--- src/rtl/fwbc_pkg.sv ---
// Shared constants, codes and types of the FIFO write-back cluster cache.
// No dependencies; imported by fwbc_seq, the top-level core and the testbench.
package fwbc_pkg;

  localparam int MAX_ENTRIES = 16;
  localparam int DATA_WIDTH  = 64;

  localparam int WORD_W = 64;
  localparam int TAG_W  = 32;
  localparam int SIZE_W = 13;
  localparam int BPC_W  = 7;
  localparam int CFG_IDX_W = 1;

  localparam int IDX_W = (MAX_ENTRIES > 1) ? $clog2(MAX_ENTRIES) : 1;
  localparam int CNT_W = $clog2(MAX_ENTRIES + 1);
  localparam int CMP_W = (CNT_W + BPC_W > SIZE_W) ? CNT_W + BPC_W : SIZE_W;

  // Shift by the full word width gives zero, so the mask is all ones then.
  localparam logic [WORD_W-1:0] DATA_MASK = (WORD_W'(1) << DATA_WIDTH) - WORD_W'(1);

  localparam logic [SIZE_W-1:0] SIZE_RESET = SIZE_W'(128);
  localparam logic [BPC_W-1:0]  BPC_RESET  = BPC_W'(8);

  localparam logic [CFG_IDX_W-1:0] REG_CAP_BLOCKS     = 1'b0;
  localparam logic [CFG_IDX_W-1:0] REG_CLUSTER_BLOCKS = 1'b1;

  typedef enum logic [1:0] {
    MODE_READ  = 2'd0,
    MODE_FILL  = 2'd1,
    MODE_WRITE = 2'd2,
    MODE_FLUSH = 2'd3
  } mode_t;

  typedef enum logic [1:0] {
    KIND_DATA  = 2'd0,
    KIND_RDREQ = 2'd1,
    KIND_WRREQ = 2'd2
  } kind_t;

  typedef struct packed {
    logic              dirty;
    logic [TAG_W-1:0]  tag;
    logic [WORD_W-1:0] data;
  } entry_t;

  localparam int ENTRY_W = $bits(entry_t);

  typedef struct packed {
    logic             re;
    logic [IDX_W-1:0] addr;
  } ram_rd_t;

  typedef struct packed {
    logic             we;
    logic [IDX_W-1:0] addr;
    entry_t           entry;
  } ram_wr_t;

  typedef struct packed {
    logic              vld;
    kind_t             kind;
    logic [TAG_W-1:0]  tag;
    logic [WORD_W-1:0] data;
    logic              last;
  } result_t;

endpackage

--- src/rtl/fwbc_ram.sv ---
// Generic simple dual-port RAM: one write port, one read port, registered read.
// No dependencies.
module fwbc_ram #(
  parameter int WIDTH = 8,
  parameter int DEPTH = 16
) (
  input  logic                                    clk,
  input  logic                                    we,
  input  logic [((DEPTH > 1) ? $clog2(DEPTH) : 1)-1:0] waddr,
  input  logic [WIDTH-1:0]                        wdata,
  input  logic                                    re,
  input  logic [((DEPTH > 1) ? $clog2(DEPTH) : 1)-1:0] raddr,
  output logic [WIDTH-1:0]                        rdata
);

  logic [WIDTH-1:0] mem [DEPTH];

  always_ff @(posedge clk) begin
    if (we) begin
      mem[waddr] <= wdata;
    end
    if (re) begin
      rdata <= mem[raddr];
    end
  end

endmodule

--- src/rtl/fwbc_seq.sv ---
// Sequencer of the cluster cache: scan, compaction, append, eviction, flush.
// Depends on fwbc_pkg; drives the entry RAM ports and the result word.
module fwbc_seq import fwbc_pkg::*; (
  input  logic              clk,
  input  logic              rst,
  input  logic              go,
  input  logic [1:0]        mode_in,
  input  logic [TAG_W-1:0]  tag_in,
  input  logic [WORD_W-1:0] data_in,
  input  logic [SIZE_W-1:0] cap_blocks,
  input  logic [BPC_W-1:0]  bpc,
  input  entry_t            rd_data,
  output ram_rd_t           rd,
  output ram_wr_t           wr,
  output result_t           res,
  output logic              busy
);

  typedef enum logic [9:0] {
    S_IDLE   = 10'b00_0000_0001,
    S_SCAN   = 10'b00_0000_0010,
    S_SH_RD  = 10'b00_0000_0100,
    S_SH_WR  = 10'b00_0000_1000,
    S_APPEND = 10'b00_0001_0000,
    S_EV_RD  = 10'b00_0010_0000,
    S_EV_CHK = 10'b00_0100_0000,
    S_EV_WB  = 10'b00_1000_0000,
    S_FL_RD  = 10'b01_0000_0000,
    S_FL_CHK = 10'b10_0000_0000
  } state_t;

  // Logical queue position to RAM slot, ring starting at head.
  function automatic logic [IDX_W-1:0] phys(input logic [IDX_W-1:0] base,
                                            input logic [CNT_W-1:0] lidx);
    logic [IDX_W:0] sum;
    sum = {1'b0, base} + (IDX_W+1)'(lidx);
    if (sum >= (IDX_W+1)'(MAX_ENTRIES)) begin
      sum = sum - (IDX_W+1)'(MAX_ENTRIES);
    end
    return sum[IDX_W-1:0];
  endfunction

  function automatic result_t mk_res(input kind_t k, input logic [TAG_W-1:0] t,
                                     input logic [WORD_W-1:0] d, input logic l);
    result_t r;
    r.vld  = 1'b1;
    r.kind = k;
    r.tag  = t;
    r.data = d;
    r.last = l;
    return r;
  endfunction

  state_t            state;
  logic [CNT_W-1:0]  count;
  logic [IDX_W-1:0]  head;
  logic [CNT_W-1:0]  scan_idx;
  logic [CNT_W-1:0]  cmp_idx;
  logic              cmp_vld;
  logic [CNT_W-1:0]  k;
  mode_t             mode_q;
  logic [TAG_W-1:0]  tag_q;
  logic [WORD_W-1:0] data_q;
  logic              over_q;
  logic              pend_vld;
  logic [TAG_W-1:0]  pend_tag;
  logic [WORD_W-1:0] pend_data;

  mode_t             mode_i;
  logic [WORD_W-1:0] data_m;
  logic              enabled;
  logic              issue_more;
  logic              hit;
  logic              scan_miss;
  logic [CNT_W-1:0]  k_inc;
  logic              sh_more;
  logic              fl_more;
  logic [CNT_W-1:0]  count_inc;
  logic              over_now;
  logic [CMP_W-1:0]  prod;
  logic              evict_now;
  logic [IDX_W-1:0]  head_inc;

  assign mode_i     = mode_t'(mode_in);
  assign data_m     = data_in & DATA_MASK;
  assign enabled    = cap_blocks != '0;
  assign issue_more = scan_idx < count;
  assign hit        = cmp_vld && (rd_data.tag == tag_q);
  assign scan_miss  = !cmp_vld && !issue_more;
  assign k_inc      = k + CNT_W'(1);
  assign sh_more    = k_inc < count;
  assign fl_more    = k < count;
  assign count_inc  = count + CNT_W'(1);
  assign over_now   = count >= CNT_W'(MAX_ENTRIES);
  assign prod       = CMP_W'(count_inc) * CMP_W'(bpc);
  assign evict_now  = over_now || (prod > CMP_W'(cap_blocks));
  assign head_inc   = (head == IDX_W'(MAX_ENTRIES - 1)) ? '0 : head + IDX_W'(1);
  assign busy       = state != S_IDLE;

  always_comb begin
    rd  = '0;
    wr  = '0;
    res = '0;
    unique case (state)
      S_IDLE: begin
        if (go && !enabled) begin
          unique case (mode_i)
            MODE_READ:  res = mk_res(KIND_RDREQ, tag_in, '0, 1'b1);
            MODE_FILL:  res = mk_res(KIND_DATA, tag_in, data_m, 1'b1);
            MODE_WRITE: res = mk_res(KIND_WRREQ, tag_in, data_m, 1'b1);
            MODE_FLUSH: res = '0;
          endcase
        end
      end
      S_SCAN: begin
        rd.re   = issue_more;
        rd.addr = phys(head, scan_idx);
        if (hit) begin
          if (mode_q == MODE_READ) begin
            res = mk_res(KIND_DATA, tag_q, rd_data.data, 1'b1);
          end else if (mode_q == MODE_FILL) begin
            res = mk_res(KIND_DATA, tag_q, data_q, 1'b1);
          end
        end else if (scan_miss && mode_q == MODE_READ) begin
          res = mk_res(KIND_RDREQ, tag_q, '0, 1'b1);
        end
      end
      S_SH_RD: begin
        rd.re   = sh_more;
        rd.addr = phys(head, k_inc);
      end
      S_SH_WR: begin
        wr.we    = 1'b1;
        wr.addr  = phys(head, k);
        wr.entry = rd_data;
      end
      S_APPEND: begin
        if (!over_now) begin
          wr.we          = 1'b1;
          wr.addr        = phys(head, count);
          wr.entry.dirty = mode_q == MODE_WRITE;
          wr.entry.tag   = tag_q;
          wr.entry.data  = data_q;
        end
        if (!evict_now && mode_q == MODE_FILL) begin
          res = mk_res(KIND_DATA, tag_q, data_q, 1'b1);
        end
      end
      S_EV_RD: begin
        rd.re   = 1'b1;
        rd.addr = head;
      end
      S_EV_CHK: begin
        // Full queue: the new entry takes the slot the oldest one leaves.
        if (over_q) begin
          wr.we          = 1'b1;
          wr.addr        = head;
          wr.entry.dirty = mode_q == MODE_WRITE;
          wr.entry.tag   = tag_q;
          wr.entry.data  = data_q;
        end
        if (mode_q == MODE_FILL) begin
          res = mk_res(KIND_DATA, tag_q, data_q, !rd_data.dirty);
        end else if (rd_data.dirty) begin
          res = mk_res(KIND_WRREQ, rd_data.tag, rd_data.data, 1'b1);
        end
      end
      S_EV_WB: begin
        res = mk_res(KIND_WRREQ, pend_tag, pend_data, 1'b1);
      end
      S_FL_RD: begin
        rd.re   = fl_more;
        rd.addr = phys(head, k);
        if (!fl_more && pend_vld) begin
          res = mk_res(KIND_WRREQ, pend_tag, pend_data, 1'b1);
        end
      end
      S_FL_CHK: begin
        if (rd_data.dirty) begin
          wr.we          = 1'b1;
          wr.addr        = phys(head, k);
          wr.entry.dirty = 1'b0;
          wr.entry.tag   = rd_data.tag;
          wr.entry.data  = rd_data.data;
          if (pend_vld) begin
            res = mk_res(KIND_WRREQ, pend_tag, pend_data, 1'b0);
          end
        end
      end
      default: begin
        res = '0;
      end
    endcase
  end

  always_ff @(posedge clk) begin
    if (rst) begin
      state    <= S_IDLE;
      count    <= '0;
      head     <= '0;
      cmp_vld  <= 1'b0;
      pend_vld <= 1'b0;
    end else begin
      unique case (state)
        S_IDLE: begin
          if (go) begin
            mode_q   <= mode_i;
            tag_q    <= tag_in;
            data_q   <= data_m;
            scan_idx <= '0;
            cmp_vld  <= 1'b0;
            k        <= '0;
            pend_vld <= 1'b0;
            if (mode_i == MODE_FLUSH) begin
              state <= S_FL_RD;
            end else if (enabled) begin
              state <= S_SCAN;
            end
          end
        end
        S_SCAN: begin
          if (hit) begin
            if (mode_q == MODE_WRITE) begin
              k     <= cmp_idx;
              state <= S_SH_RD;
            end else begin
              state <= S_IDLE;
            end
          end else if (scan_miss) begin
            state <= (mode_q == MODE_READ) ? S_IDLE : S_APPEND;
          end else begin
            cmp_vld <= issue_more;
            cmp_idx <= scan_idx;
            if (issue_more) begin
              scan_idx <= scan_idx + CNT_W'(1);
            end
          end
        end
        S_SH_RD: begin
          if (sh_more) begin
            state <= S_SH_WR;
          end else begin
            count <= count - CNT_W'(1);
            state <= S_APPEND;
          end
        end
        S_SH_WR: begin
          k     <= k_inc;
          state <= S_SH_RD;
        end
        S_APPEND: begin
          over_q <= over_now;
          if (!over_now) begin
            count <= count_inc;
          end
          state <= evict_now ? S_EV_RD : S_IDLE;
        end
        S_EV_RD: begin
          state <= S_EV_CHK;
        end
        S_EV_CHK: begin
          head <= head_inc;
          if (!over_q) begin
            count <= count - CNT_W'(1);
          end
          if (mode_q == MODE_FILL && rd_data.dirty) begin
            pend_tag  <= rd_data.tag;
            pend_data <= rd_data.data;
            state     <= S_EV_WB;
          end else begin
            state <= S_IDLE;
          end
        end
        S_EV_WB: begin
          state <= S_IDLE;
        end
        S_FL_RD: begin
          state <= fl_more ? S_FL_CHK : S_IDLE;
        end
        S_FL_CHK: begin
          if (rd_data.dirty) begin
            pend_vld  <= 1'b1;
            pend_tag  <= rd_data.tag;
            pend_data <= rd_data.data;
          end
          k     <= k_inc;
          state <= S_FL_RD;
        end
        default: begin
          state <= S_IDLE;
        end
      endcase
    end
  end

endmodule

--- src/rtl/fifo_write_back_cluster_cache_core.sv ---
// Top level of the FIFO write-back cluster cache: config registers, entry RAM,
// sequencer and result register. Depends on fwbc_pkg, fwbc_ram, fwbc_seq.
//
//  channel   ports                                      handshake
//  -------   -----------------------------------------  --------------------------
//  command   mode, cluster_number, data_word            start & !busy takes a word
//  result    kind, cluster_id, data_out, last           result_valid, one cycle
//  config    cfg_index, cfg_data                        cfg_we, one cycle, no wait
//
// Each command is one word. Read, fill and write walk the queue one entry
// per cycle, and a hit ends the lookup early; a fill or write miss then
// appends and, when the queue is full or over capacity, evicts the oldest
// entry (a fill with a dirty victim gives its write-back after the read data).
// A write hit first compacts the queue behind the hit entry, then appends.
// Flush reads each entry in turn and writes back the dirty ones. The single
// RAM read port sets this pacing. With caching disabled a read, fill or
// write finishes in the cycle it is taken.
// Reset: control state clears and the queue starts empty; the RAM needs
// no clearing pass. Results sit on the ports for one cycle after the
// register stage; the receiver cannot stall, so nothing holds them.
module fifo_write_back_cluster_cache_core import fwbc_pkg::*; (
  input  logic                 clk,
  input  logic                 rst,
  input  logic                 start,
  output logic                 busy,
  input  logic [1:0]           mode,
  input  logic [TAG_W-1:0]     cluster_number,
  input  logic [WORD_W-1:0]    data_word,
  output logic                 result_valid,
  output logic [1:0]           kind,
  output logic [TAG_W-1:0]     cluster_id,
  output logic [WORD_W-1:0]    data_out,
  output logic                 last,
  input  logic                 cfg_we,
  input  logic [CFG_IDX_W-1:0] cfg_index,
  input  logic [SIZE_W-1:0]    cfg_data
);

  logic [SIZE_W-1:0]  cap_blocks;
  logic [BPC_W-1:0]   bpc;
  logic               go;
  ram_rd_t            rd;
  ram_wr_t            wr;
  result_t            res;
  logic [ENTRY_W-1:0] ram_rdata;
  entry_t             rd_entry;

  // A command word is taken only between operations.
  assign go       = start && !busy;
  assign rd_entry = ram_rdata;

  // Config registers; the user must write them only while the block is idle (not enforced here).
  always_ff @(posedge clk) begin
    if (rst) begin
      cap_blocks <= SIZE_RESET;
      bpc        <= BPC_RESET;
    end else if (cfg_we) begin
      unique case (cfg_index)
        REG_CAP_BLOCKS:     cap_blocks <= cfg_data;
        REG_CLUSTER_BLOCKS: bpc        <= cfg_data[BPC_W-1:0];
      endcase
    end
  end

  // Entry queue storage: dirty mark, tag and data word per slot.
  fwbc_ram #(
    .WIDTH(ENTRY_W),
    .DEPTH(MAX_ENTRIES)
  ) u_ram (
    .clk   (clk),
    .we    (wr.we),
    .waddr (wr.addr),
    .wdata (wr.entry),
    .re    (rd.re),
    .raddr (rd.addr),
    .rdata (ram_rdata)
  );

  fwbc_seq u_seq (
    .clk        (clk),
    .rst        (rst),
    .go         (go),
    .mode_in    (mode),
    .tag_in     (cluster_number),
    .data_in    (data_word),
    .cap_blocks (cap_blocks),
    .bpc        (bpc),
    .rd_data    (rd_entry),
    .rd         (rd),
    .wr         (wr),
    .res        (res),
    .busy       (busy)
  );

  // Result register: strobe resets, payload follows every cycle.
  always_ff @(posedge clk) begin
    if (rst) begin
      result_valid <= 1'b0;
    end else begin
      result_valid <= res.vld;
    end
  end

  always_ff @(posedge clk) begin
    kind       <= res.kind;
    cluster_id <= res.tag;
    data_out   <= res.data;
    last       <= res.last;
  end

endmodule

--- config.mk ---
export PLATFORM = sky130hd
export DESIGN_NAME = fifo_write_back_cluster_cache_core
export DESIGN_NICKNAME = d
export VERILOG_FILES = /design/src/rtl/fwbc_pkg.sv /design/src/rtl/fwbc_ram.sv /design/src/rtl/fwbc_seq.sv /design/src/rtl/fifo_write_back_cluster_cache_core.sv
export SDC_FILE = /design/constraint.sdc
export NUM_CORES = 2
export LEC_CHECK = 0
export BUFFER_PORTS_ARGS = -buffer_cell sky130_fd_sc_hd__buf_2
export CORE_MARGIN = 2
export CORE_UTILIZATION = 46
export DETAILED_ROUTE_END_ITERATION = 10
export PLACE_DENSITY = 0.61
export SYNTH_ARGS = -nofsm -noshare
export SYNTH_HDL_FRONTEND = slang
export SYNTH_SLANG_ARGS = --single-unit
--- constraint.sdc ---
create_clock -name clk -period 6.6 [get_ports clk]
set_clock_uncertainty 0.05 [all_clocks]
set_input_delay 0.99 -clock clk [delete_from_list [all_inputs] [get_ports clk]]
set_output_delay 0.99 -clock clk [all_outputs]
set_load 0.05 [all_outputs]
==> results.tsv <==
metric	value	unit
ys.flop_type	edfxtp_1	
final_antenna_net_count	0	
globalplace.congestion	0.795	
first_pass_iters	6	
numCtsBuffers	200	
clk_pin_slew_worst_paths	0.06	ns
cts_root_buf	clkbuf_16	
power_density	285	nW/um^2
die_y	422	microns
antenna_found_initial	1	
drt-initial-drc-count	4641	
crit_start	u_seq.count[1]	
leakage	26.4	nW
layout_setup_ws	0.399	ns
required	7.27	ns
drc	0	
timing.final.crit_share	94.0	%
coreArea	174000	sq um
htreeDepth	4	
wl_per_cell	27.4	microns
clk_latency	0.85	ns
async_flop_share	0	%
finalWirelength	211000	microns
min_period	6.20	ns
critical_path_class	register to register	
fmax	161	MHz
drive_above_1_share	12.6	%
final_nets	5414	
final-hold-violation-count	0	
grt_pass1_vias	45049	
syn_area_per_cell	16.1	sq um
dp_hpwl	110000	microns
via_per_inst	5.93	
grt_max_degree	104	
synthDistinctLibCells	77	
synth_nets	5197	
maxSlewHeadroom	23.1	%
hp-start	data_word[37]	
ys_warn_count	0	
synth-seq-cells	2000	
crit_path_max_fanout	6	
cap_violations	0	
fin_hold_ws	0.279	ns
rows	153	
critPathArrivalTime	6.87	ns
hold_class	input pin to register	
final_common_cell	edfxtp_1	
syn_area	80500	sq um
clock-sinks	2000	
ir_worst_vdd	245	uV
rsz0062_at_grt	false	
vias	45788	
final_util	52.2	%
grt_use_total	23.2	%
end_kind	register	
synth_edf_count	1859	
final-setup-viol-count	0	
start_util	46.3	%
die_area	178000	sq um
syn_inst	5002	
cts_max_path_buffers	3	
die_w	422	microns
start_kind	register	
r2r_start	u_seq.count[1]	
status	complete, no violations	
post-place-ws	0.0869	ns
ios	217	
drv_slew	0	
layout_common_cells	edfxtp_1, mux2i_1, o22ai_1	
grt-ovfl-total	0	
grt_pass1_wl	307000	microns
power.total	25.9	mW
worst_pin_slew	1.15	ns
cts_tree	built	
io_buffer_count	216	
yosysSeqAreaShare	72.8	%
area_growth	12.8	%
==> worst max-delay path, cell delays in order (launching register included) <==
cell       delay (ns)
dfxtp_1          0.40
ha_1             0.24
nand3_1          0.13
xnor2_2          0.18
buf_4            0.16
nand2_1          0.06
fa_1             0.50
fa_1             0.43
fa_1             0.50
inv_1            0.05
ha_1             0.32
a21oi_2          0.19
o21bai_1         0.10
a21oi_2          0.19
o21ai_1          0.14
mux2i_1          0.15
a2111oi_2        0.34
ha_1             0.21
nand2_1          0.08
or3_1            0.34
a31oi_1          0.17
a221o_1          0.30
nand2_1          0.14
a211o_1          0.38
a221o_1          0.31
==> cell type report <==
cell class	instances	area, sq um
Clock inverter	109	997
Multi-Input combinational cell	2610	20100
Tap cell	2325	2910
Clock buffer	263	5420
Antenna cell	2	5.00
Fill cell	13916	83200
Timing Repair Buffer	325	2480
Inverter	82	310
Sequential cell	2000	58600
==> layer usage <==
| metal | vias to the layer above | part of all wire [%] | wire (microns) | track usage (%) |
|---|---|---|---|---|
| li1 | 20246 | - | - | - |
| met5 | - | 0 | 0 | 0 |
| met3 | 284 | 5.2 | 11000 | 3.06 |
| met4 | 0 | 2.5 | 5320 | 6.90 |
| met2 | 1427 | 51 | 107000 | 39.8 |
| met1 | 23831 | 42 | 88000 | 30.7 |
==> logic make-up (layout without fill, tap and decap cells) <==
kind of cell | after synthesis | count (layout) | share of synthesized area [%]
xor+xnor | 59 | 59 | 0.659
flops | 2000 | 2000 | 72.8
buf+inv | 392 | 779 | 2.61
simple gates | 655 | 655 | 4.01
mux | 798 | 798 | 9.95
other cells | 0 | 2 | 0
fa+ha+maj | 79 | 79 | 1.39
compound gates | 1019 | 1019 | 8.57
==> per-stage QoR <==
step	instances	instance area (sq um)	TNS [ns]
floorplan	5002	80600	-57.44
global placement	7342	84400	0
detailed placement	7342	84400	0
CTS	7714	90800	0
global route	7715	90800	0
finish	7716	90800	0
==> report_power, final <==
group | internal, mW | switching, mW
sequential | 13.8 | 0.104
clock | 6.34 | 4.82
combinational | 0.292 | 0.542
total | 20.4 | 5.47
==> final timing paths <==
kind / slack [ns] / cells past startpoint / endpoint
max: 0.40 / 24 / cluster_id[26]
min: 0.28 / 1 / u_seq.data_q[37]
max reg2reg: 0.40 / 24 / cluster_id[26]
min reg2reg: 0.41 / 2 / data_out[40]
==> state kept, by name (all words and copies together), names as in the netlist, 7 cells and up <==
signal           count
u_seq.data_q        64
u_ram.rdata         97
u_seq.state         10
bpc                  7
u_ram.mem         1552
u_seq.tag_q         32
cluster_id          32
u_seq.pend_tag      32
cap_blocks          13
u_seq.pend_data     64
data_out            64
==> synth_stat cells, types with 12 or more instances <==
master | n | share of area [%]
a22o_1 | 118 | 1.3
buf_6 | 73 | 1.0
clkbuf_1 | 163 | 0.76
nand3_1 | 85 | 0.53
xnor2_1 | 47 | 0.51
o22ai_1 | 389 | 3.0
nand2b_1 | 13 | 0.10
a221oi_1 | 33 | 0.36
buf_2 | 49 | 0.30
inv_1 | 80 | 0.37
and2_1 | 44 | 0.34
a21oi_1 | 225 | 1.4
a211o_1 | 25 | 0.27
and3_1 | 19 | 0.15
fa_1 | 18 | 0.45
dfxtp_1 | 141 | 3.5
o21ai_0 | 31 | 0.19
nor2_1 | 145 | 0.68
nand4_1 | 13 | 0.10
a21o_1 | 22 | 0.21
nand2_1 | 171 | 0.80
buf_1 | 19 | 0.089
mux2_2 | 20 | 0.28
mux2i_1 | 778 | 9.7
nor3_1 | 108 | 0.67
edfxtp_1 | 1859 | 69
a22oi_1 | 41 | 0.38
o2bb2ai_1 | 12 | 0.13
ha_1 | 61 | 0.95
o21ai_1 | 21 | 0.13
a221o_1 | 62 | 0.77
==> repair_timing <==
action,4_1_cts,5_1_grt
hold buffers,0,0
setup buffers,0,0
resized for setup,0,7
setup endpoints to repair,0,96
No activity file was read; power rests on OpenSTA's default activity.
